**config.mk**
```make
export PLATFORM = sky130hd
export DESIGN_NAME = stps_fifo
export DESIGN_NICKNAME = d
export VERILOG_FILES = /design/src/design/sphere_touching_two_planes_and_sphere_core_macros.svh /design/src/design/stps_pkg.sv /design/src/design/stps_fifo.sv
export SDC_FILE = /design/constraint.sdc
export NUM_CORES = 1
export LEC_CHECK = 0
export ABC_CLOCK_PERIOD_IN_PS = 13050
export BUFFER_PORTS_ARGS = -buffer_cell sky130_fd_sc_hd__buf_2
export CELL_PAD_IN_SITES_DETAIL_PLACEMENT = 1
export CELL_PAD_IN_SITES_GLOBAL_PLACEMENT = 1
export CORE_MARGIN = 2
export CORE_UTILIZATION = 40
export DETAILED_ROUTE_END_ITERATION = 6
export GPL_ROUTABILITY_DRIVEN = 0
export PLACE_DENSITY = 0.76
export RECOVER_POWER = 50
export SLEW_MARGIN = 5
export SYNTH_ARGS = -nofsm -noshare
export SYNTH_HDL_FRONTEND = slang
export SYNTH_SLANG_ARGS = --single-unit
```
**constraint.sdc**
```tcl
create_clock -name i_clk -period 13.05 [get_ports i_clk]
set_input_delay 2.61 -clock i_clk [delete_from_list [all_inputs] [get_ports i_clk]]
set_output_delay 2.61 -clock i_clk [all_outputs]
set_load 0.005 [all_outputs]
```
**src/design/sphere_touching_two_planes_and_sphere_core_macros.svh**
```systemverilog
// assertion macros shared by the sphere placement core
// expects i_clk and i_rst_n in the scope of each use
`ifndef SPHERE_TOUCHING_TWO_PLANES_AND_SPHERE_CORE_MACROS_SVH
`define SPHERE_TOUCHING_TWO_PLANES_AND_SPHERE_CORE_MACROS_SVH
`ifndef ASSERT_OFF
`define STPS_ASSERT_NEVER(lbl, cond) \
    lbl: assert property (@(posedge i_clk) disable iff (!i_rst_n) !(cond)) \
        else $error("assertion failed: lbl");
`define STPS_ASSERT_IMPL(lbl, ante, cons) \
    lbl: assert property (@(posedge i_clk) disable iff (!i_rst_n) (ante) |-> (cons)) \
        else $error("assertion failed: lbl");
`define STPS_ASSERT_NEXT(lbl, ante, cons) \
    lbl: assert property (@(posedge i_clk) disable iff (!i_rst_n) (ante) |=> (cons)) \
        else $error("assertion failed: lbl");
`else
`define STPS_ASSERT_NEVER(lbl, cond)
`define STPS_ASSERT_IMPL(lbl, ante, cons)
`define STPS_ASSERT_NEXT(lbl, ante, cons)
`endif
`endif

```
**src/design/stps_pkg.sv**
```systemverilog
// shared widths, types and saturation helpers of the sphere placement core
// no dependencies
package stps_pkg;

    localparam int COORD_WIDTH = 24;
    localparam int FRAC_BITS   = 8;

    localparam int RAD_W   = 15;
    localparam int KIND_W  = 2;
    localparam int FIX_W   = RAD_W + FRAC_BITS;
    localparam int MAX_W   = (FIX_W > COORD_WIDTH) ? FIX_W : COORD_WIDTH;
    localparam int DIFF_W  = MAX_W + 2;
    localparam int ABS_W   = MAX_W + 1;
    localparam int BIG_W   = RAD_W + 1 + FRAC_BITS;
    localparam int RADC_W  = 2 * BIG_W;
    localparam int REM_W   = BIG_W + 3;
    localparam int SUM_W   = ((COORD_WIDTH > BIG_W + 1) ? COORD_WIDTH : BIG_W + 1) + 2;

    localparam int IN_FIELDS_W  = 3 * RAD_W + 3 * COORD_WIDTH;
    localparam int IN_DATA_W    = ((IN_FIELDS_W + 7) / 8) * 8;
    localparam int IN_USER_W    = 2 * KIND_W;
    localparam int OUT_FIELDS_W = 6 * COORD_WIDTH;
    localparam int OUT_DATA_W   = ((OUT_FIELDS_W + 7) / 8) * 8;
    localparam int OUT_USER_W   = 2;

    localparam int FIFO_DEPTH = 4;
    localparam int FIFO_AW    = 2;

    localparam logic [KIND_W-1:0] KIND_YZ = 2'd0;
    localparam logic [KIND_W-1:0] KIND_XZ = 2'd1;
    localparam logic [KIND_W-1:0] KIND_XY = 2'd2;
    localparam logic [KIND_W-1:0] KIND_SUM = 2'd3;

    typedef struct packed {
        logic [KIND_W-1:0]             k1;
        logic [KIND_W-1:0]             k2;
        logic [RAD_W-1:0]              pos1;
        logic [RAD_W-1:0]              pos2;
        logic [RAD_W-1:0]              r2;
        logic signed [COORD_WIDTH-1:0] cx;
        logic signed [COORD_WIDTH-1:0] cy;
        logic signed [COORD_WIDTH-1:0] cz;
    } t_query;

    typedef struct packed {
        logic                          bad;
        logic [KIND_W-1:0]             k1;
        logic [KIND_W-1:0]             k2;
        logic [KIND_W-1:0]             kfree;
        logic [RAD_W-1:0]              fix1;
        logic [RAD_W-1:0]              fix2;
        logic signed [COORD_WIDTH-1:0] cfree;
    } t_ctl;

    typedef struct packed {
        t_ctl             ctl;
        logic [ABS_W-1:0] ad1;
        logic [ABS_W-1:0] ad2;
        logic [RAD_W:0]   rsum;
    } t_job;

    function automatic logic signed [COORD_WIDTH-1:0] sat_coord(
        input logic signed [SUM_W-1:0] v);
        logic signed [SUM_W-1:0] hi;
        logic signed [SUM_W-1:0] lo;
        hi = $signed({{(SUM_W-COORD_WIDTH+1){1'b0}}, {(COORD_WIDTH-1){1'b1}}});
        lo = ~hi;
        if (v > hi) begin
            return hi[COORD_WIDTH-1:0];
        end else if (v < lo) begin
            return lo[COORD_WIDTH-1:0];
        end
        return v[COORD_WIDTH-1:0];
    endfunction

    function automatic logic signed [COORD_WIDTH-1:0] sat_fix(input logic [RAD_W-1:0] f);
        logic [SUM_W-1:0] t;
        t = SUM_W'(f);
        t = t << FRAC_BITS;
        return sat_coord($signed(t));
    endfunction

endpackage

```
**src/design/stps_fifo.sv**
```systemverilog
// short job queue between front and back ends, head visible without a read
// depends on stps_pkg
module stps_fifo import stps_pkg::*; (
    input  logic i_clk,
    input  logic i_rst_n,
    input  logic i_push,
    input  t_job i_job,
    output logic o_full,
    input  logic i_pop,
    output logic o_empty,
    output t_job o_job
);

    t_job               r_mem [FIFO_DEPTH];
    logic [FIFO_AW-1:0] r_wr_ptr, r_rd_ptr;
    logic [FIFO_AW:0]   r_count;

    assign o_full  = (r_count == (FIFO_AW+1)'(FIFO_DEPTH));
    assign o_empty = (r_count == '0);
    assign o_job   = r_mem[r_rd_ptr];

    always_ff @(posedge i_clk) begin
        if (!i_rst_n) begin
            r_wr_ptr <= '0;
            r_rd_ptr <= '0;
            r_count  <= '0;
        end else begin
            if (i_push) begin
                r_wr_ptr <= r_wr_ptr + 1'b1;
            end
            if (i_pop) begin
                r_rd_ptr <= r_rd_ptr + 1'b1;
            end
            case ({i_push, i_pop})
                2'b10:   r_count <= r_count + 1'b1;
                2'b01:   r_count <= r_count - 1'b1;
                default: r_count <= r_count;
            endcase
        end
    end

    always_ff @(posedge i_clk) begin
        if (i_push) begin
            r_mem[r_wr_ptr] <= i_job;
        end
    end

endmodule

```
Word-level counts from Yosys, hierarchy flattened --
Memories as Yosys holds them, arrays and structs flattened. A register that Yosys moved wholly into a read port is not among the register bits. Index checks and enable logic that the tools add are counted.
Storage, ports and cells: bits in registers 7, RAM bits 508, input bits 131, logic and storage cells 18, memories 1
Memory list:
- r_mem | depth 4, width 127, rd ports 1, clocked after memory_dff 1, wr ports 1, RTL line stps_fifo.sv:14 | t_job r_mem [FIFO_DEPTH];
Cells by class: add/sub/neg operators 4, eq/ne operators 3, multiplexer cells 5, reduce and logical (&&, ||, !) cells 2
Operators by type and width (count):
- one-hot mux 3 bit (2 select lines) | 1
- adder 2 x 1 -> 2 bit (second input constant) | 2
- two-way mux 2 bit | 2
- adder 3 x 1 -> 3 bit (second input constant) | 1
- equality test 3 bit (second input constant) | 1
- logical NOT 3 bit | 1
- subtractor 3 x 1 -> 3 bit (second input constant) | 1
- equality test 2 x 1 -> 1 bit (second input constant) | 1
- equality test 2 bit (second input constant) | 1
- two-way mux 1 bit | 2
- nonzero test 2 bit | 1

Logic depth before layout (Yosys ltp) --
word-level depth 3, mapped depth 7, gate-level depth less buffers 7

Worst setup path after synthesis --
Ideal clock, no wire load.
path type input to register, start point input port i_push, end point memory r_mem[0][0] (netlist bit), enable pin, arrival 5521 ps, data required time 12549 ps, path slack 7029 ps, stages on the path 1, buffers on the path 0, path through and2_1
On the way: cells in the longest elaborated chain, start to end 2
RTL lines:
- start: declaration | RTL line stps_fifo.sv:6 | input logic i_push,
- two-way mux 1 bit | RTL line stps_fifo.sv:43 | if (i_push) begin
- two-way mux 1 bit (implied by the code) | RTL line stps_fifo.sv:44 | r_mem[r_wr_ptr] <= i_job;
- end: declaration | RTL line stps_fifo.sv:14
Every way passes these cells.

Final worst setup path --
start point input port i_push, end point memory r_mem[2][49] (netlist bit), enable pin
The elaborated chain is that of the path after synthesis.

==> impl_metrics.csv <==
group,metric,value,unit
status,violations,"capacitance limit, slew limit",
timing,holdWs,0.584,ns
clocking,cts_hold_buf,0,
timing,fin_crit,5.96,ns
power,pwr_density_cell,166,mW/mm^2
timing,finClkSkew,0.0124,ns
timing,finalHoldViolCount,0,
synth,synth-seq-area-share,82.4,%
synth,synth_seq_cells,517,
grt,grt_usage,16.0,%
placed_design,preCtsSetupSlack,7.60,ns
synth,syn-num-nets,846,
routing,vias,8475,
synth,muxShareOfSynthArea,15.3,%
cells_and_area,fill_cells,4262,
synth,avgSynthCellArea,26.4,sq um
synth,ys_types,22,
timing,rsz0062_at_grt,"false",
cells_and_area,nets,1143,
routing,drc,0,
cells_and_area,post-route-util,47.9,%
grt,antenna_found_initial,6,
floorplan,die_w,220,um
power,p_leak,7.10,nW
timing,slew_headroom,-92.9,%
setup_path,path_cells,"clkbuf_1, and2_0, buf_4",
floorplan,coreArea,0.0464,sq mm
placed_design,io_buffers,259,
placed_design,hpwl,23500,um
setup_path,critPathMaxFanout,51,
setup_path,crit_type,"input pin to flip-flop",
timing,worst_slew_pin_slew,2.89,ns
power,pwr-share-clk,39.2,%
synth,synthAdderAreaFrac,0.441,%
clocking,htree_levels,2,
power,p_comb_share,8.1,%
clocking,cts_setup_buffers,0,
synth,netlist_area,0.0187,sq mm
cells_and_area,area_delta_synth_final,18.6,%
synth,synth_top_area_share,81.4,%
timing,fin_setup_tns,0,ns
floorplan,dieHeight,220,um
floorplan,initial_core_util,40.4,%
routing,ant_nets,0,
cells_and_area,stdcell_count,1654,
clocking,cts_tree,"done",
synth,yosys.area_share.simple,0.501,%
grt,grt_max_degree,66,
power,p_seq_share,52.7,%
synth,synth_compound_area_share,0.0935,%
power,switching_power,0.795,mW
routing,wl_per_cell,23.5,um
power,p_sw_share,21.5,%
timing,setup_ws,7.09,ns
timing,slew_viol_final,151,
clocking,clockBufferDepth,3,
floorplan,ios,260,
clocking,cts_root_buf,"clkbuf_16",
timing,fmax,0.168,GHz
clocking,ctsResizeCount,0,
routing,avgViaCountPerCell,5.12,
grt,grt_pass1_wl,57100,um
hold_path,hold_class,"flip-flop to flip-flop",
setup_path,cp.required,13.25,ns
timing,setup_viol,0,
clocking,cts.clk_slew.worst_paths,0.06,ns
routing,drtPass1Iterations,4,
clocking,clock_sinks,517,
timing,fin_crit_sh,45.6,%
floorplan,rows,79,
placed_design,dp.cells,1558,
power,ir_drop,114,uV
status,status,"complete, but fails checks",
setup_path,crit_path_start_kind,"input pin",
grt,grt_pass1_vias,9182,
synth,ys_top_cells_by_area,"edfxtp_1 81%, mux4_2 15%, dfxtp_1 0.96%, buf_2 0.37%, and2_1 0.33%",
setup_path,cp_slowest_cell,"and2_0",
synth,synthXorXnorAreaFrac,0.234,%
flow_run,drv_cap,4,
cells_and_area,drive_gt1_share,33.3,%
synth,syn_inst,709,
setup_path,arrival,6.15,ns
clocking,numCtsBuffers,53,
routing,wl,38900,um
setup_path,endpoint_kind,"flip-flop",
synth,yosys.area.top_type,"edfxtp_1",
power,internal_power,2.90,mW
synth,synth_top_family_by_area,"multiplexers",
synth,synth_warnings,0,
floorplan,dieArea,0.0486,sq mm
routing,drt_first_iter_violations,534,
clocking,clock_latency,0.59,ns
setup_path,regToRegSetupSlack,8.99,ns
grt,overflow,0,
setup_path,slowest_delay,2.17,ns
==> layer usage <==
layer,track usage [%],up-vias,share of wire (%)
met3,4.52,77,6.6
met1,20.6,4487,41
met5,0,-,0.21
met2,26.0,245,50
li1,-,3654,-
met4,5.64,12,2.6
==> worst paths after layout <==
kind                             from                       to  depth (start not counted)
max                            i_push   r_mem[2][49]$_DFFE_PP_                          3
min reg2reg   r_count[2]$_SDFFE_PN0P_  r_count[2]$_SDFFE_PN0P_                          2
min           r_count[2]$_SDFFE_PN0P_  r_count[2]$_SDFFE_PN0P_                          2
max reg2reg  r_wr_ptr[0]$_SDFFE_PN0P_   r_mem[2][49]$_DFFE_PP_                          4
==> critical path: cells and delay by family <==
family | cells | cell delay (ns)
buffers and inverters | 2 | 1.24
AND/OR/NAND/NOR | 1 | 2.17
==> layout by cell type (no fill, tap or decap) <==
cell	n
edfxtp_1	508
clkbuf_1	140
buf_2	130
mux4_2	127
clkbuf_16	53
buf_4	11
clkinv_2	8
and2_0	7
dfxtp_1	7
inv_1	6
clkbuf_8	6
clkinv_1	6
ha_1	5
inv_6	4
xor2_1	3
and2_1	3
bufinv_16	3
clkinvlp_4	3
xnor2_1	2
nand2_1	2
o21ai_0	2
dfxtp_4	2
diode_2	1
nor3_1	1
and3_1	1
mux2i_1	1
nor2b_1	1
or3_1	1
a21boi_0	1
fa_1	1
clkinv_4	1
==> synth_stat cells <==
cell type / instances
mux2i_1: 1
xor2_1: 3
a21boi_0: 1
or3_1: 1
and3_1: 1
and2_1: 10
ha_1: 5
buf_6: 2
nand2_1: 2
inv_1: 6
fa_1: 1
xnor2_1: 2
nor2b_1: 1
clkbuf_1: 8
edfxtp_1: 508
nor3_1: 1
dfxtp_1: 9
o21ai_0: 2
buf_4: 1
buf_8: 3
buf_2: 14
mux4_2: 127
==> power by group through the flow <==
stage          Clock (mW)  Combinational, mW  Sequential [mW]
6_report             1.45              0.299             1.95
5_1_grt              1.54              0.326             1.95
4_1_cts              1.49              0.314             1.95
3_5_place_dp            0              0.312             1.98
3_3_place_gp            0              0.304             1.97
2_1_floorplan           0              0.180             1.96
==> registers in the layout, summed over array words and instances, names as in the netlist, named ones only <==
| signal | cells |
|---|---|
| r_mem | 508 |
| r_count | 3 |
| r_rd_ptr | 2 |
| r_wr_ptr | 2 |
==> cell type report <==
type	count	area (sq um)	share of cell area (%)
diodes	1	2.50	0.0113
clock buffers	70	1450	6.53
clock inverters	25	219	0.985
inverters	6	22.5	0.101
multi-input cells	158	3110	14.0
flip-flops and latches	517	15400	69.5
well taps	607	759	3.42
repair buffers	270	1220	5.48
==> metrics by stage <==
step	power [mW]	area [sq um]
CTS	3.75	22400
floorplan	2.14	18700
detailed placement	2.29	20700
global placement	2.28	20700
global route	3.82	22200
finish	3.69	22200
==> cells by family after synthesis <==
family	count (synthesis)
mux	128
flops	517
buf+inv	34
compound gates	3
fa+ha+maj	6
simple gates	16
xor+xnor	5
Power figures use the tool's default switching activity.
