===== src/design/sphere_touching_two_planes_and_sphere_core_macros.svh =====
// assertion macros shared by the sphere placement core
// expects i_clk and i_rst_n in the scope of each use
`ifndef SPHERE_TOUCHING_TWO_PLANES_AND_SPHERE_CORE_MACROS_SVH
`define SPHERE_TOUCHING_TWO_PLANES_AND_SPHERE_CORE_MACROS_SVH
`ifndef ASSERT_OFF
`define STPS_ASSERT_NEVER(lbl, cond) \
    lbl: assert property (@(posedge i_clk) disable iff (!i_rst_n) !(cond)) \
        else $error("assertion failed: lbl");
`define STPS_ASSERT_IMPL(lbl, ante, cons) \
    lbl: assert property (@(posedge i_clk) disable iff (!i_rst_n) (ante) |-> (cons)) \
        else $error("assertion failed: lbl");
`define STPS_ASSERT_NEXT(lbl, ante, cons) \
    lbl: assert property (@(posedge i_clk) disable iff (!i_rst_n) (ante) |=> (cons)) \
        else $error("assertion failed: lbl");
`else
`define STPS_ASSERT_NEVER(lbl, cond)
`define STPS_ASSERT_IMPL(lbl, ante, cons)
`define STPS_ASSERT_NEXT(lbl, ante, cons)
`endif
`endif


===== src/design/stps_pkg.sv =====
// shared widths, types and saturation helpers of the sphere placement core
// no dependencies
package stps_pkg;

    localparam int COORD_WIDTH = 24;
    localparam int FRAC_BITS   = 8;

    localparam int RAD_W   = 15;
    localparam int KIND_W  = 2;
    localparam int FIX_W   = RAD_W + FRAC_BITS;
    localparam int MAX_W   = (FIX_W > COORD_WIDTH) ? FIX_W : COORD_WIDTH;
    localparam int DIFF_W  = MAX_W + 2;
    localparam int ABS_W   = MAX_W + 1;
    localparam int BIG_W   = RAD_W + 1 + FRAC_BITS;
    localparam int RADC_W  = 2 * BIG_W;
    localparam int REM_W   = BIG_W + 3;
    localparam int SUM_W   = ((COORD_WIDTH > BIG_W + 1) ? COORD_WIDTH : BIG_W + 1) + 2;

    localparam int IN_FIELDS_W  = 3 * RAD_W + 3 * COORD_WIDTH;
    localparam int IN_DATA_W    = ((IN_FIELDS_W + 7) / 8) * 8;
    localparam int IN_USER_W    = 2 * KIND_W;
    localparam int OUT_FIELDS_W = 6 * COORD_WIDTH;
    localparam int OUT_DATA_W   = ((OUT_FIELDS_W + 7) / 8) * 8;
    localparam int OUT_USER_W   = 2;

    localparam int FIFO_DEPTH = 4;
    localparam int FIFO_AW    = 2;

    localparam logic [KIND_W-1:0] KIND_YZ = 2'd0;
    localparam logic [KIND_W-1:0] KIND_XZ = 2'd1;
    localparam logic [KIND_W-1:0] KIND_XY = 2'd2;
    localparam logic [KIND_W-1:0] KIND_SUM = 2'd3;

    typedef struct packed {
        logic [KIND_W-1:0]             k1;
        logic [KIND_W-1:0]             k2;
        logic [RAD_W-1:0]              pos1;
        logic [RAD_W-1:0]              pos2;
        logic [RAD_W-1:0]              r2;
        logic signed [COORD_WIDTH-1:0] cx;
        logic signed [COORD_WIDTH-1:0] cy;
        logic signed [COORD_WIDTH-1:0] cz;
    } t_query;

    typedef struct packed {
        logic                          bad;
        logic [KIND_W-1:0]             k1;
        logic [KIND_W-1:0]             k2;
        logic [KIND_W-1:0]             kfree;
        logic [RAD_W-1:0]              fix1;
        logic [RAD_W-1:0]              fix2;
        logic signed [COORD_WIDTH-1:0] cfree;
    } t_ctl;

    typedef struct packed {
        t_ctl             ctl;
        logic [ABS_W-1:0] ad1;
        logic [ABS_W-1:0] ad2;
        logic [RAD_W:0]   rsum;
    } t_job;

    function automatic logic signed [COORD_WIDTH-1:0] sat_coord(
        input logic signed [SUM_W-1:0] v);
        logic signed [SUM_W-1:0] hi;
        logic signed [SUM_W-1:0] lo;
        hi = $signed({{(SUM_W-COORD_WIDTH+1){1'b0}}, {(COORD_WIDTH-1){1'b1}}});
        lo = ~hi;
        if (v > hi) begin
            return hi[COORD_WIDTH-1:0];
        end else if (v < lo) begin
            return lo[COORD_WIDTH-1:0];
        end
        return v[COORD_WIDTH-1:0];
    endfunction

    function automatic logic signed [COORD_WIDTH-1:0] sat_fix(input logic [RAD_W-1:0] f);
        logic [SUM_W-1:0] t;
        t = SUM_W'(f);
        t = t << FRAC_BITS;
        return sat_coord($signed(t));
    endfunction

endpackage


===== src/design/stps_front.sv =====
// front end: classifies the plane pair and forms the axis distances
// depends on stps_pkg
module stps_front import stps_pkg::*; (
    input  logic             i_clk,
    input  logic             i_rst_n,
    input  logic [RAD_W-1:0] i_new_radius,
    input  logic             i_valid,
    output logic             o_ready,
    input  t_query           i_query,
    output logic             o_push,
    input  logic             i_full,
    output t_job             o_job
);

    logic                          r_v1, r_v2;
    t_ctl                          r_ctl1, r_ctl2;
    logic signed [COORD_WIDTH-1:0] r_c1, r_c2;
    logic [RAD_W:0]                r_rsum1, r_rsum2;
    logic [ABS_W-1:0]              r_ad1, r_ad2;

    logic                          adv2, load1;
    t_ctl                          n_ctl;
    logic [RAD_W:0]                dr1, dr2;
    logic signed [DIFF_W-1:0]      f1w, f2w, d1, d2;

    function automatic logic signed [COORD_WIDTH-1:0] sel_axis(
        input logic [KIND_W-1:0] k, input t_query q);
        case (k)
            KIND_YZ: return q.cx;
            KIND_XZ: return q.cy;
            KIND_XY: return q.cz;
            default: return '0;
        endcase
    endfunction

    assign adv2    = !r_v2 || !i_full;
    assign o_ready = adv2 || !r_v1;
    assign load1   = o_ready;
    assign o_push  = r_v2 && !i_full;
    assign o_job   = '{ctl: r_ctl2, ad1: r_ad1, ad2: r_ad2, rsum: r_rsum2};

    always_comb begin
        dr1 = {1'b0, i_new_radius} - {1'b0, i_query.pos1};
        dr2 = {1'b0, i_new_radius} - {1'b0, i_query.pos2};
        n_ctl.bad   = (i_query.k1 == i_query.k2) || (i_query.k1 > KIND_XY) ||
                      (i_query.k2 > KIND_XY);
        n_ctl.k1    = i_query.k1;
        n_ctl.k2    = i_query.k2;
        n_ctl.kfree = KIND_SUM - i_query.k1 - i_query.k2;
        n_ctl.fix1  = dr1[RAD_W] ? RAD_W'(-dr1) : dr1[RAD_W-1:0];
        n_ctl.fix2  = dr2[RAD_W] ? RAD_W'(-dr2) : dr2[RAD_W-1:0];
        n_ctl.cfree = sel_axis(n_ctl.kfree, i_query);
    end

    // signed distance of each fixed coordinate from the placed centre
    always_comb begin
        f1w = $signed(DIFF_W'(r_ctl1.fix1) << FRAC_BITS);
        f2w = $signed(DIFF_W'(r_ctl1.fix2) << FRAC_BITS);
        d1  = f1w - DIFF_W'(r_c1);
        d2  = f2w - DIFF_W'(r_c2);
    end

    always_ff @(posedge i_clk) begin
        if (!i_rst_n) begin
            r_v1 <= 1'b0;
            r_v2 <= 1'b0;
        end else begin
            if (load1) begin
                r_v1 <= i_valid;
            end
            if (adv2) begin
                r_v2 <= r_v1;
            end
        end
    end

    always_ff @(posedge i_clk) begin
        if (load1) begin
            r_ctl1  <= n_ctl;
            r_c1    <= sel_axis(i_query.k1, i_query);
            r_c2    <= sel_axis(i_query.k2, i_query);
            r_rsum1 <= {1'b0, i_new_radius} + {1'b0, i_query.r2};
        end
        if (adv2) begin
            r_ctl2  <= r_ctl1;
            r_rsum2 <= r_rsum1;
            r_ad1   <= d1[DIFF_W-1] ? ABS_W'(-d1) : ABS_W'(d1);
            r_ad2   <= d2[DIFF_W-1] ? ABS_W'(-d2) : ABS_W'(d2);
        end
    end

endmodule


===== config.mk =====
export PLATFORM = sky130hd
export DESIGN_NAME = stps_front
export DESIGN_NICKNAME = d
export VERILOG_FILES = /design/src/design/sphere_touching_two_planes_and_sphere_core_macros.svh /design/src/design/stps_pkg.sv /design/src/design/stps_front.sv
export SDC_FILE = /design/constraint.sdc
export NUM_CORES = 1
export LEC_CHECK = 0
export BUFFER_PORTS_ARGS = -buffer_cell sky130_fd_sc_hd__buf_4
export CORE_MARGIN = 2
export CORE_UTILIZATION = 50
export DETAILED_ROUTE_END_ITERATION = 10
export PLACE_DENSITY = 0.73
export RECOVER_POWER = 50
export REMOVE_ABC_BUFFERS = 1
export SYNTH_ARGS = -nofsm -noshare
export SYNTH_HDL_FRONTEND = slang
export SYNTH_SLANG_ARGS = --single-unit

===== constraint.sdc =====
create_clock -name i_clk -period 5.45 [get_ports i_clk]
set_input_delay 0.545 -clock i_clk [delete_from_list [all_inputs] [get_ports i_clk]]
set_output_delay 0.545 -clock i_clk [all_outputs]
set_load 0.01 [all_outputs]

-- Word-level counts from Yosys, hierarchy flattened
Cells that the tools add are included.
- flip-flop bits (word level): 254
- $add $sub $neg: 11
- order comparisons: 2
- eq/ne operators: 7
- mux-type cells: 7
- reductions and logical operators: 11
- operators by type and width (cell ; count):
    one-hot mux 24 bit (3 select lines) ; 3
    two-way mux 25 bit ; 2
    negator 25 bit ; 2
    subtractor 24 x 24 -> 25 bit ; 2
    subtractor 15 x 15 -> 16 bit ; 2
    two-way mux 15 bit ; 2
    negator 15 bit ; 2
    adder 15 x 15 -> 16 bit ; 1
    == test 2 x 1 -> 1 bit (second input constant) ; 3
    == test 2 bit (second input constant) ; 3
    zero test 2 bit ; 3
    > comparator 2 bit (second input constant) ; 2
    logical OR 1 bit ; 4
    zero test 1 bit ; 3
    == test 2 bit ; 1
    subtractor 2 bit ; 1
    subtractor 2 bit (first input constant) ; 1
    logical AND 1 bit ; 1

-- Logic depth before layout (Yosys ltp)
Gate-level depths: netlist (run 1).
- depth after elaboration: 4
- depth in mapped cells: 13
- mapped depth without buffers: 13

-- Worst setup path before layout (run 1)
Ideal clock, no wire load.
- kind: input-to-reg
- from: input i_full
- to: register r_ctl1, in the netlist f1w[10] (enable)
- data arrival time: 3477 ps
- required time: 3998 ps
- setup slack: 520 ps
- cell stages on the path: 1
- path buffers: 0
- path through: nand3_1
- cells in the longest elaborated chain, start to end: 3
- RTL lines (item ; line ; text):
    start: declaration ; stps_front.sv:11 ; input logic i_full,
    zero test 1 bit ; stps_front.sv:36 ; assign adv2 = !r_v2 || !i_full;
    logical OR 1 bit ; stps_front.sv:36 ;
    logical OR 1 bit ; stps_front.sv:37 ; assign o_ready = adv2 || !r_v1;
    end signal: assignment ; stps_front.sv:79 ; r_ctl1 <= n_ctl;
    end: declaration ; stps_front.sv:16 ; t_ctl r_ctl1, r_ctl2;
No other way between the ends.
A chain may end at the register's enable or synchronous reset.

==> summary.md, run 1 <==
| Metric | Value |
|---|---|
| Status | `finished with violations` |
| Failing checks | `max-capacitance violations, max-slew violations` |
| Met2 Use GR | `41.39%` |
| Worst-path clk slew | `0.06 ns` |
| Met3 usage | `4.881%` |
| Die W | `178.6 um` |
| Synth cell types | `81` |
| Post-synth EDFFs | `252` |
| Synth Area per Inst | `10.73 um2` |
| Initial antenna violation count | `0` |
| Die area | `31,900 um2` |
| Cts hold-fix bufs | `0` |
| Hold Path Class | `in2reg` |
| Ys async rst share | `0%` |
| Multi-input combinational cell area | `7061 um2` |
| Critical path peak fanout | `28` |
| Filler cells | `2,544` |
| Share of layout cells above drive strength 1 | `13.82%` |
| Crit path time final | `4.173 ns` |
| Routability cong. | `0.8968` |
| Routed WL per cell | `19.18 um` |
| Initial core utilization | `51.16%` |
| Worst Max-Slew Pin Slew | `2.769 ns` |
| First-pass GRT wire length | `61,200 um` |
| Syn-to-layout area delta | `19.20%` |
| Io pins | `269` |
| Total Power | `0.007830 W` |
| Worst Path Arrival | `4.41 ns` |
| Highest Clock Rate | `239.7 MHz` |
| Register area | `7607 um2` |
| Fin util | `60.98%` |
| Clock root buffer | `clkbuf_16` |
| Clk_skew | `0.02326 ns` |
| Vias in the first global route | `11,314` |
| Lkg Pwr | `7.459 nW` |
| Max cap viols | `6` |
| Worst EP required | `5.68 ns` |
| Core box area | `29,800 um2` |
| I/O Buffers | `268` |
| CTS buffer count | `28` |
| Ant. Diodes | `0` |
| H-tree depth | `1` |
| Routed vias | `11,705` |
| Total grt overflow | `0` |
| Crit start category | `primary input` |
| Hpwl dp | `29,990 um` |
| Maximum vdd drop | `0.2314 mV` |
| Setup Fix Bufs, Post-CTS | `0` |
| Clk_lat worst skew | `0.55 ns` |
| Cell Rows | `63` |
| # resized after CTS | `0` |
| Register bit total from synthesis | `254` |
| RSZ-0062 raised after global routing | `no` |
| Setup Total Neg Slack | `0 ns` |
| Crit. End Element | `register` |
| Pre-antenna DRT Iters | `5` |
| Max-slew violations | `250` |
| GR met1 Demand/Resource | `32.13%` |
| Clock buffer depth | `3` |
| Pin count of the biggest net entering global routing | `111` |
| Most common flop cell mapped by yosys | `edfxtp_1` |
| Hold Violations, Final | `0` |
| Final cell count without fillers | `2,083` |
| Cell count after synthesis | `1,421` |
| Rel. slew slack | `-84.61%` |
| Final Cycle Share | `76.56%` |
| DRT antenna net count | `0` |
| Sequential area share after synthesis | `49.91%` |
| Clock Sinks | `254` |
| GRT Total Usage | `24.85%` |
| Dpl cells | `2,034` |
| Final WL | `39,950 um` |
| Power Density | `430.9 nW/um2` |
| Critical path class | `in2reg` |
| Top Usage Layer GRT | `met2` |
| Final setup vio count | `0` |
| Ys Warns | `0` |
| Residual DRC | `0` |
| Nets@finish | `1,899` |
| Die height | `178.6 um` |
| 1st-iter DRT viols | `973` |
| Mapped cell area | `15,240 um2` |
| CTS tree | `done` |
| Vias per cell | `5.619` |
final cells by class:
class                   instances  area share (%)
flip-flops and latches        254           41.87
multi-input cells            1010           38.86
repair buffers                275           9.200
clock buffers                  33           4.077
well taps                     390           2.686
inverters                     105           2.169
clock inverters                16           1.143
path summary, 6_finish.rpt:
| check | start | to | slack (ns) | depth (start not counted) |
|---|---|---|---|---|
| min | i_rst_n | r_v2 | 0.22 | 2 |
| max | i_query[119] | r_ctl1[19] | 1.28 | 9 |
| max reg2reg | r_c1[4] | r_ad1[23] | 1.54 | 9 |
| min reg2reg | r_ctl1[1] | o_job[67] | 0.41 | 0 |
flip-flops by register name, summed over array words and instances (netlist names):
signal	flops
o_job	61
r_ctl1	31
r_ad1	25
r_ad2	25
r_c1	24
r_c2	24
r_rsum1	16
r_rsum2	16
f1w	15
f2w	15
r_v1	1
r_v2	1
metal layers:
layer	part of all wire (%)	vias to the layer above
met2	47	388
met5	0	-
met4	3.6	0
met1	42	5536
li1	-	5692
met3	6.7	89
synth_stat cells, types with 5 or more instances:
master    number  area share [%]
a211oi_1      12            0.59
nand3b_1       5            0.25
mux2i_1       74             4.9
nor2b_1       14            0.57
nand2_1      135             3.3
ha_1          82             6.7
o31ai_1       12            0.59
buf_2          5            0.16
nor2_1        72             1.8
edfxtp_1     252              50
o21bai_1       7            0.34
o21ai_1       12            0.39
o21ai_0      109             3.6
a21o_1        20            0.98
nand3_1       13            0.43
nand2b_1      10            0.41
clkbuf_1      42             1.0
and2_1         9            0.37
inv_1        105             2.6
o21a_1        10            0.49
xnor2_1       99             5.7
buf_1          6            0.15
o211ai_1       6            0.30
or2_2          7            0.29
xor2_1        48             2.8
or3_1         13            0.53
a21oi_1       74             2.4
nor3_1        24            0.79
a31oi_1       19            0.78
a21boi_0       6            0.30
nand4_1       11            0.45
nor4_1         9            0.37
and3_1        10            0.41
power breakdown:
| part | switching, W | internal (W) |
|---|---|---|
| sequential | 0.000221 | 0.00282 |
| combinational | 0.00168 | 0.00115 |
| clock | 0.000759 | 0.00120 |
| total | 0.00266 | 0.00517 |
per-stage QoR:
step	worst slack (ns)	hold WS [ns]	cell area, um2
after floorplan	0.5203	0.4003	15040
after global placement	1.698	0.4004	17640
after detailed placement	1.562	0.4045	17640
after CTS	1.561	0.2093	18590
after global routing	1.109	0.2219	18170
final	1.277	0.2190	18170
worst max-delay path, stage by stage:
cell and delay (ns):
clkbuf_1 1.69, ha_1 0.41, xor2_1 0.11, xnor2_2 0.59, buf_4 0.49, nor2_2 0.05
buf_4 0.26, nand2_1 0.11, o21ai_0 0.12
cell families after synthesis:
logic type / share of synthesized area (%)
adders and majority gates: 7.125
DFF: 49.91
xor gates and xnor gates: 8.446
other: 0.02460
muxes: 4.933
and+or+nand+nor: 11.79
AOI/OAI and AO/OA: 13.85
buffers and inverters: 3.932
layout by cell type, fill, tap and decap left out, types with 11 or more instances in the layout:
cell       count
nand3_1       13
mux2i_1       74
buf_4        170
inv_1        105
o31ai_1       12
or3_1         13
xor2_1        48
clkbuf_1     108
nor3_1        24
nor2b_1       13
nand4_1       11
edfxtp_1     252
o21ai_0      109
o21ai_1       12
clkbuf_16     29
nand2_1      134
a21oi_1       74
a21o_1        20
a211oi_1      12
nor2_1        71
xnor2_1       98
ha_1          82
a31oi_1       19
No activity file was read; power rests on OpenSTA's default activity.
==> inputs of run 2 (changes only) <==
Settings changed: ABC_AREA from default to 1, PLACE_DENSITY 0.73 to 0.75.
Clock period 5.45 ns to 3.4 ns, I/O delays scaled along.
==> run 2 against run 1 <==
Effect of this change:
- the run still ends with max-capacitance violations, max-slew violations left
- final cell count grew 24%
- sequential power grew 58%
- clock skew fell by 0.0074 ns
- power rose by 64%
- wire length up 16%
- register-to-register slack worse by 1.1 ns
- core utilization is 0.11 points lower
- clock power rose by 57%
- design area is 5.4% higher
- via count rose by 17%
- non-clock buffer count is 7 higher
- count of clock-buffer cells in the layout grew 1
==> summary.md, run 2 <==
| Metric | Value |
|---|---|
| Pin count of the biggest net entering global routing | `77 (was 111)` |
| Max cap viols | `2 (was 6)` |
| Largest area contributor in the netlist | `edfxtp_1 (unchanged)` |
| Setup Total Neg Slack | `0 ns (unchanged)` |
| Die height | `182.6 um (was 178.6 um)` |
| Synth top area cells | `edfxtp_1 47%, nand2_1 13%, inv_1 7.7% (was edfxtp_1 50%, ha_1 6.7%, xnor2_1 5.7%)` |
| Crit. End Element | `register (unchanged)` |
| DRT antenna net count | `0 (unchanged)` |
| Syn-to-layout area delta | `20.12% (was 19.20%)` |
| 1st-iter DRT viols | `1,143 (was 973)` |
| Met2 Use GR | `45.98% (was 41.39%)` |
| Logic pwr share | `38.6% (was 36.1%)` |
| Top cell type's share of synthesized area | `47.45% (was 49.64%)` |
| Worst Max-Slew Pin Slew | `1.961 ns (was 2.769 ns)` |
| Pint | `0.008096 W (was 0.005174 W)` |
| Worst EP required | `3.54 ns (was 5.68 ns)` |
| Cell count after synthesis | `1,875 (was 1,421)` |
| Routed WL per cell | `17.94 um (was 19.18 um)` |
| Clk_skew | `0.01587 ns (was 0.02326 ns)` |
| Most common cell in the netlist | `nand2_1 (was edfxtp_1)` |
| Clock Sinks | `254 (unchanged)` |
| Hold Path Class | `in2reg (unchanged)` |
| CTS buffer count | `28 (unchanged)` |
| Final Cell Area | `19,160 um2 (was 18,170 um2)` |
| Highest Clock Rate | `338.2 MHz` |
| Post-synth EDFFs | `252 (unchanged)` |
| Initial antenna violation count | `1 (was 0)` |
| Io pins | `269 (unchanged)` |
| GR met1 Demand/Resource | `35.19% (was 32.13%)` |
| Top Usage Layer GRT | `met2 (unchanged)` |
| Max-slew violations | `106 (was 250)` |
| Most common flop cell mapped by yosys | `edfxtp_1 (unchanged)` |
| # resized after CTS | `0 (unchanged)` |
| Worst reg2reg endpoint | `r_ctl1[2] (was r_ad1[23])` |
| Clock root buffer | `clkbuf_16 (unchanged)` |
| Vias per cell | `5.295 (was 5.619)` |
| Synth Area per Inst | `8.506 um2 (was 10.73 um2)` |
| Sw frac | `37.01% (was 33.91%)` |
| Ys async rst share | `0% (unchanged)` |
| Final setup vio count | `0 (unchanged)` |
| Crit path time final | `2.956 ns` |
| Crit start category | `register (was primary input)` |
| Cell Rows | `65 (was 63)` |
| Final Cycle Share | `86.95%` |
| Placed inst area | `18,510 um2 (was 17,640 um2)` |
| Sequential area share after synthesis | `47.70% (was 49.91%)` |
| Register bit total from synthesis | `254 (unchanged)` |
| Status | `finished with violations (unchanged)` |
| Core box area | `31,470 um2 (was 29,800 um2)` |
| Share of layout cells above drive strength 1 | `14.01% (was 13.82%)` |
| Mapped cell area | `15,950 um2 (was 15,240 um2)` |
| Synth cell types | `48 (was 81)` |
| Worst Path Arrival | `3.10 ns (was 4.41 ns)` |
| Maximum vdd drop | `0.4857 mV (was 0.2314 mV)` |
| Commonest cells after routing, fill and taps aside | `556 x nand2_1, 329 x inv_1, 252 x edfxtp_1 (was 252 x edfxtp_1, 170 x buf_4, 134 x nand2_1)` |
| I/O Buffers | `268 (unchanged)` |
| RSZ-0062 raised after global routing | `no (unchanged)` |
| Ys Warns | `0 (unchanged)` |
| Die W | `182.6 um (was 178.6 um)` |
| Clk_lat worst skew | `0.56 ns (was 0.55 ns)` |
| FF-to-FF path depth | `2 (was 9)` |
| Residual DRC | `0 (unchanged)` |
| Routability cong. | `0.9353 (was 0.8968)` |
| Critical path peak fanout | `76 (was 28)` |
| Failing checks | `max-capacitance violations, max-slew violations (unchanged)` |
| Nets@finish | `2,390 (was 1,899)` |
| Die area | `33,340 um2 (was 31,900 um2)` |
| Hold path startpoint | `i_valid (was i_rst_n)` |
| Met3 usage | `7.703% (was 4.881%)` |
| First-pass GRT wire length | `71,760 um (was 61,200 um)` |
| Clock share of power | `23.9% (was 25.0%)` |
| Routed vias | `13,692 (was 11,705)` |
| Worst r2r src | `r_v1 (was r_c1[4])` |
| Commonest non-fill, non-tap cell in the layout | `nand2_1 (was edfxtp_1)` |
| Total Power | `0.01285 W (was 0.007830 W)` |
| Critical path class | `reg2reg (was in2reg)` |
| Lkg Pwr | `9.231 nW (was 7.459 nW)` |
| Clock buffer depth | `3 (unchanged)` |
| Hpwl dp | `36,570 um (was 29,990 um)` |
| H-tree depth | `1 (unchanged)` |
| Rel. slew slack | `-30.70% (was -84.61%)` |
| Initial core utilization | `50.67% (was 51.16%)` |
| Post-synth top cells | `556 x nand2_1, 329 x inv_1, 252 x edfxtp_1, 151 x nor2_1, 97 x nand3_1 (was 252 x edfxtp_1, 135 x nand2_1, 109 x o21ai_0, 105 x inv_1, 99 x xnor2_1)` |
| Hold Path Sink | `r_v1 (was r_v2)` |
| Worst-path clk slew | `0.06 ns (about the same)` |
| Hold depth | `3 (was 2)` |
| Max reg flops | `61 (unchanged)` |
| Hold Violations, Final | `0 (unchanged)` |
| Final WL | `46,400 um (was 39,950 um)` |
| GRT Total Usage | `27.75% (was 24.85%)` |
| Flop pwr share | `37.5% (was 38.9%)` |
| Pre-antenna DRT Iters | `6 (was 5)` |
| CTS tree | `done (unchanged)` |
| Ant. Diodes | `0 (unchanged)` |
| Vias in the first global route | `13,288 (was 11,314)` |
| Power Density | `670.9 nW/um2 (was 430.9 nW/um2)` |
| Reg-to-reg slack, setup | `0.44 ns (was 1.54 ns)` |
| Psw | `0.004758 W (was 0.002655 W)` |
| Total grt overflow | `0 (unchanged)` |
-- run 2: worst max path at each step --
| stage | from | end | cells after the start |
|---|---|---|---|
| after floorplan | i_full | f1w[10] | 1 |
| after global placement | i_new_radius[0] | f2w[22] | 16 |
| after detailed placement | i_new_radius[0] | f2w[22] | 16 |
| after CTS | f1w[15] | r_ad1[21] | 13 |
| after global routing | f1w[13] | r_ad1[21] | 13 |
| final | r_v1 | r_ctl1[2] | 2 |
-- run 2: stage by stage --
step / setup WS, ns / utilization (%) / hold WS, ns / instances
2_1_floorplan: -1.331 / - / 0.4003 / 1853
3_3_place_gp: 0.6548 / 58.82 / 0.4005 / 2536
3_5_place_dp: 0.5350 / 58.82 / 0.4045 / 2536
4_1_cts: 0.6231 / 61.77 / 0.0006070 / 2586
5_1_grt: 0.2982 / 60.87 / 0.04200 / 2586
6_report: 0.4436 / 60.87 / 0.02445 / 2586
-- run 2: area by class of cell --
| cell class | instances | area, um2 |
|---|---|---|
| Fill cell | 2812 | 12320 |
| Sequential cell | 254 | 7607 |
| Multi-Input combinational cell | 1264 | 6990 |
| Timing Repair Buffer | 282 | 1882 |
| Inverter | 335 | 1257 |
| Clock buffer | 34 | 723.2 |
| Tap cell | 402 | 503.0 |
| Clock inverter | 15 | 195.2 |
-- run 2: metal layers --
metal,wire [um],share of wire [%]
met5,16,0.034
met4,1380,3.0
met3,4747,10
met2,21170,46
met1,19080,41
-- run 2: repair_timing --
action,in CTS,in global routing
endpoints found under the hold margin,1,0
hold buffers,1,0
setup buffers,0,0
-- run 2: logic make-up after synthesis --
group / count (synthesis) / share of synthesized area [%]
simple gates: 883 / 23.21
buf+inv: 358 / 8.543
flops: 254 / 47.70
compound gates: 210 / 8.912
fa+ha+maj: 85 / 6.809
xor+xnor: 84 / 4.801
other cells: 1 / 0.02351
-- run 2: power groups by stage --
stage / Clock (W) / Sequential, W / Combinational (W)
2_1_floorplan: 0 / 0.00504 / 0.00298
3_3_place_gp: 0 / 0.00487 / 0.00505
3_5_place_dp: 0 / 0.00490 / 0.00513
4_1_cts: 0.00312 / 0.00484 / 0.00516
5_1_grt: 0.00325 / 0.00489 / 0.00557
6_report: 0.00308 / 0.00482 / 0.00496
-- run 2: critical path, cell delays in order, from the launching register on --
cell,delay [ns]
dfxtp_1,0.31
nand3_1,0.63
clkbuf_2,1.50
